===== config.mk =====
export PLATFORM = sky130hd
export DESIGN_NAME = vnf_norm
export DESIGN_NICKNAME = d
export VERILOG_FILES = /design/src/rtl/vnf_pkg.sv /design/src/rtl/vnf_norm.sv
export SDC_FILE = /design/constraint.sdc
export NUM_CORES = 2
export LEC_CHECK = 0
export ABC_AREA = 1
export BUFFER_PORTS_ARGS = -buffer_cell sky130_fd_sc_hd__buf_2
export CAP_MARGIN = 20
export CELL_PAD_IN_SITES_DETAIL_PLACEMENT = 1
export CELL_PAD_IN_SITES_GLOBAL_PLACEMENT = 1
export CORE_MARGIN = 4
export CORE_UTILIZATION = 35
export CTS_CLUSTER_DIAMETER = 150
export DETAILED_ROUTE_END_ITERATION = 10
export PLACE_DENSITY_LB_ADDON = 0.05
export RECOVER_POWER = 100
export SLEW_MARGIN = 20
export SYNTH_ARGS = -nofsm -noshare
export SYNTH_HDL_FRONTEND = slang
export SYNTH_SLANG_ARGS = --single-unit

===== constraint.sdc =====
create_clock -name clock -period 7.5 [get_ports clock]
set_input_delay 0.75 -clock clock [delete_from_list [all_inputs] [get_ports clock]]
set_output_delay 0.75 -clock clock [all_outputs]
set_load 0.01 [all_outputs]

===== src/rtl/vnf_pkg.sv =====
// Shared constants, types and tables for the fractal value noise core.
`timescale 1ns / 1ps
`default_nettype none
package vnf_pkg;
   localparam int MAX_OCTAVES = 8;
   localparam int FRAC_BITS = 16;
   localparam int OCT_W = 4;
   localparam int V16_W = 16;
   localparam int ACC_W = 24;
   localparam int CNT_W = 4;
   localparam logic [OCT_W-1:0] OCT_RESET = 4'd3;
   localparam logic [31:0] HASH_MUL_X = 32'd374761393;
   localparam logic [31:0] HASH_MUL_Y = 32'd668265263;
   localparam logic [31:0] HASH_MUL_MIX = 32'd1274126177;

   typedef struct packed {
      logic             valid;
      logic             zero;
      logic [CNT_W-1:0] count;
   } ctl_type;

   typedef logic [V16_W-1:0] v16_arr_type [MAX_OCTAVES];

   // ceil(2^32 / (2^k - 1)); one octave bypasses the multiply
   function automatic logic [31:0] recip(input logic [CNT_W-1:0] k);
      logic [31:0] r;
      case (k)
         4'd2: r = 32'd1431655766;
         4'd3: r = 32'd613566757;
         4'd4: r = 32'd286331154;
         4'd5: r = 32'd138547333;
         4'd6: r = 32'd68174085;
         4'd7: r = 32'd33818641;
         4'd8: r = 32'd16843010;
         default: r = 32'd0;
      endcase
      return r;
   endfunction
endpackage
`default_nettype wire


===== src/rtl/vnf_norm.sv =====
// Octave weighting, summing tree, reciprocal normalization and saturation.
`timescale 1ns / 1ps
`default_nettype none
module vnf_norm (
   input  wire logic                  clock,
   input  wire logic                  reset,
   input  wire vnf_pkg::ctl_type      ctl,
   input  wire vnf_pkg::v16_arr_type  v16,
   output logic                       out_valid,
   output logic [15:0]                out_value
);
   localparam int N = vnf_pkg::MAX_OCTAVES;
   localparam int AW = vnf_pkg::ACC_W;

   logic [AW-1:0] term [N];
   logic [AW-1:0] part_ff [2];
   logic [AW-1:0] part_in [2];
   logic [AW-1:0] acc_ff;
   vnf_pkg::ctl_type c1_ff, c2_ff;
   logic [AW+31:0] prod;
   logic [AW-1:0] res;
   logic [15:0] value_ff, value_in;
   logic valid_ff;

   always_comb begin
      for (int i = 0; i < N; i++) begin
         if (vnf_pkg::CNT_W'(i) < ctl.count) begin
            term[i] = AW'(v16[i]) << (ctl.count - vnf_pkg::CNT_W'(i) - 4'd1);
         end else begin
            term[i] = '0;
         end
      end
      part_in[0] = '0;
      part_in[1] = '0;
      for (int i = 0; i < N; i++) begin
         if (i < N / 2) begin
            part_in[0] = part_in[0] + term[i];
         end else begin
            part_in[1] = part_in[1] + term[i];
         end
      end
   end

   always_ff @(posedge clock) begin
      part_ff <= part_in;
      acc_ff <= part_ff[0] + part_ff[1];
   end

   assign prod = acc_ff * vnf_pkg::recip(c2_ff.count);

   always_comb begin
      res = (c2_ff.count == 4'd1) ? acc_ff : prod[AW+31:32];
      if (c2_ff.zero) begin
         value_in = '0;
      end else if (res > AW'(16'hFFFF)) begin
         value_in = 16'hFFFF;
      end else begin
         value_in = res[15:0];
      end
   end

   always_ff @(posedge clock) begin
      value_ff <= value_in;
      if (reset) begin
         c1_ff <= '0;
         c2_ff <= '0;
         valid_ff <= 1'b0;
      end else begin
         c1_ff <= ctl;
         c2_ff <= c1_ff;
         valid_ff <= c2_ff.valid;
      end
   end

   assign out_valid = valid_ff;
   assign out_value = value_ff;
endmodule
`default_nettype wire


==> results.cfg <==
[setup_path]
crit_buf_inv = 11
cp_common_cell = fa_1
slowest_stage = fa_2
endpoint_kind = flop
crit_arrival_ns = 7.69
slowest_delay_ns = 0.60
r2r_setup_slack_ns = 0.1
worstPathRequired_ns = 7.79
critPathLaunchType = flop
critPathKind = reg2reg
worstPathMaxFanout = 8
crit_family = adder cells

[timing]
slew_viol_final = 40
setup_viol = 0
hold_viol_final = 0
post-route-min-period_ns = 7.40
max_freq_mhz = 135
finalCritPeriodShare_pct = 98.7
fin_tns_setup_ns = 0
max-slew-margin-rel_pct = -26.0
fin_hold_ws_ns = 0.406
worst_slew_pin_slew_ns = 1.89
skew_ns = 0.0160
grt_setup_unrepaired = true

[floorplanning]
die_x_um = 329
die-area_sq_um = 108000
num_rows = 117
die_h_um = 329
initial_core_util_pct = 35.4
core_sq_um = 102000
io_pins = 153

[drt]
num_vias = 33500
post-route-drc-count = 0
vias_per_cell = 4.91
totalWireLength_um = 159000
antenna_left = 0
wire_per_inst_um = 23.3
drt-initial-drc-count = 1881
firstDrtPassIters = 7

[global_route]
grt_first_pass_wirelength_um = 232000
first_global_vias = 36200
grt_max_degree = 63
grt_usage_pct = 29.1
gr-total-overflow = 0
antenna_found_initial = 0

[synthesis]
yosysSeqAreaShare_pct = 5.61
mappedNetlistArea_sq_um = 36100
synth.largest_area_cell = fa_1
synthArstFlopShare_pct = 0
synth.net_count = 6229
yosys_warnings = 0
synth_top_cell_area_share_pct = 32.5
synth_cell_type_count = 57
yosys_most_used_dff = dfxtp_1
synth_cells = 5116
synth-seq-cells = 101
synth_area_per_cell_sq_um = 7.05
synth_edf_count = 0
yosys-top-cells-area = fa_1 32%, inv_1 14%, ha_1 14%, nand2_1 12%, dfxtp_1 5.6%

[run]
cap_violations = 1

[final_layout]
drive_above_1_share_pct = 15.5
num-nets-final = 6576
syn2layout_area_growth_pct = 16.8
design_area_sq_um = 42100

[clocking]
h-tree-depth = 3
cts_buffers = 9
clock_path_buffers = 2
cts_tree = done
root_buffer = clkbuf_16
path_clk_slew_ns = 0.08
clk_latency_ns = 0.39
clock_sinks = 101

[min_path]
hold_class = reg2reg

[placed_design]
dp_hpwl_um = 142000
gp_congestion = 0.969
post_dp_cell_area_sq_um = 40400
numPortBuffers = 152

[pwr]
leakagePower_nw = 23.4
power_per_cell_area_nw_per_um2 = 349
p_total_mw = 14.7
irDropWorstVdd_mv = 0.248

[outcome]
status = finished with violations
violations = max-capacitance violations, max-slew violations
==> power by group <==
part / total (mW) / switching, mW / internal (mW) / leakage [nW]
Sequential: 1.07 / 0.249 / 0.821 / 0.849
Combinational: 13.1 / 8.15 / 4.99 / 22.4
Clock: 0.510 / 0.242 / 0.268 / 0.157
Total: 14.7 / 8.64 / 6.08 / 23.4
==> cell families (layout without fill, tap and decap cells) <==
logic type	count (synthesis)	after routing	synth area share [%]
other cells	0	1	0
buf+inv	1509	1861	15.9
compound gates	568	568	8.73
flops	101	101	5.61
simple gates	1854	1854	20.9
mux	22	22	0.610
xor+xnor	85	85	2.14
fa+ha+maj	977	977	46.1
==> Yosys cell counts, types with 6 or more instances <==
cell      count
inv_1      1323
nand2_1    1109
fa_1        585
nor2_1      484
ha_1        392
o21ai_0     291
a21oi_1     144
nand3_1     140
clkbuf_1    102
dfxtp_1     101
xor2_1       51
o22ai_1      36
xnor2_1      32
buf_2        31
nor3_1       23
buf_1        22
mux2i_1      22
a31oi_1      18
nand2_2      17
nor2_2       17
or2_2        17
a22oi_1      16
inv_2        15
nand3_2      14
nand4_1      13
clkinv_1      9
o211ai_1      8
nor2_4        7
a22o_1        6
o21bai_1      6
==> metal layers <==
metal / global-route usage (%) / share of wire (%) / vias up
met5: 0 / 0 / -
met4: 12.2 / 5.5 / 0
met3: 1.44 / 2.9 / 225
met2: 53.6 / 51 / 742
met1: 35.3 / 41 / 16600
li1: - / - / 15900
==> flip-flops by register name, indices dropped and copies added (netlist names) <==
signal and flops:
c2_ff 6, out_value 16, c1_ff 6, part_ff 48, acc_ff 24, out_valid 1
==> cell usage in the layout, fill, tap and decap left out, types with 26 or more instances in the layout <==
| cell | n |
|---|---|
| ha_4 | 26 |
| xor2_1 | 49 |
| fa_2 | 32 |
| nand2_2 | 73 |
| nor2_2 | 52 |
| nor2_1 | 427 |
| nand2_1 | 1041 |
| o22ai_1 | 36 |
| fa_1 | 553 |
| nand3_1 | 130 |
| inv_2 | 46 |
| o21ai_0 | 290 |
| nor2_4 | 29 |
| ha_1 | 364 |
| xnor2_1 | 32 |
| buf_2 | 132 |
| dfxtp_1 | 98 |
| a21oi_1 | 129 |
| inv_1 | 1289 |
| buf_4 | 310 |
==> final timing paths <==
| path | startpoint | endpoint | cells after the start |
|---|---|---|---|
| hold / removal | c2_ff[5] | out_valid | 2 |
| setup / recovery | c2_ff[0] | out_value[4] | 35 |
| setup reg to reg | c2_ff[0] | out_value[4] | 35 |
| hold reg to reg | c2_ff[5] | out_valid | 2 |
==> cell type report <==
class                      count  area, sq um
multi-input combinational   3506        29400
clock buffer                   9          225
timing repair buffer         498         3600
fill                       13000        59900
inverter                    1347         5070
antenna                        1         2.50
clock inverter                 7         91.3
tap                         1368         1710
sequential                   101         2030
==> worst reg2reg max path: cells and delay by family (launching register included) <==
| family | cells | cell delay, ns |
|---|---|---|
| adders and majority gates | 8 | 4.01 |
| and+or+nand+nor | 15 | 1.56 |
| buffers and inverters | 11 | 1.24 |
| DFF | 1 | 0.34 |
| AOI/OAI and AO/OA | 1 | 0.14 |
==> timing repair <==
item	4_1_cts	5_1_grt
gates resized for setup	42	294
cloned	1	3
pin swaps	2	81
hold buffers	0	0
buffers inserted	3	16
endpoints found under the setup margin	16	16
==> stage by stage <==
| step | instances | setup slack, ns | util (%) |
|---|---|---|---|
| 3_5_place_dp | 6797 | -0.361 | 39.6 |
| 4_1_cts | 6817 | 0.00127 | 40.1 |
| 6_report | 6837 | 0.0986 | 41.3 |
| 5_1_grt | 6836 | -0.208 | 41.3 |
| 2_1_floorplan | 5116 | 0.456 | - |
| 3_3_place_gp | 6797 | -0.291 | 39.6 |
(Power assumes the default switching activity.)
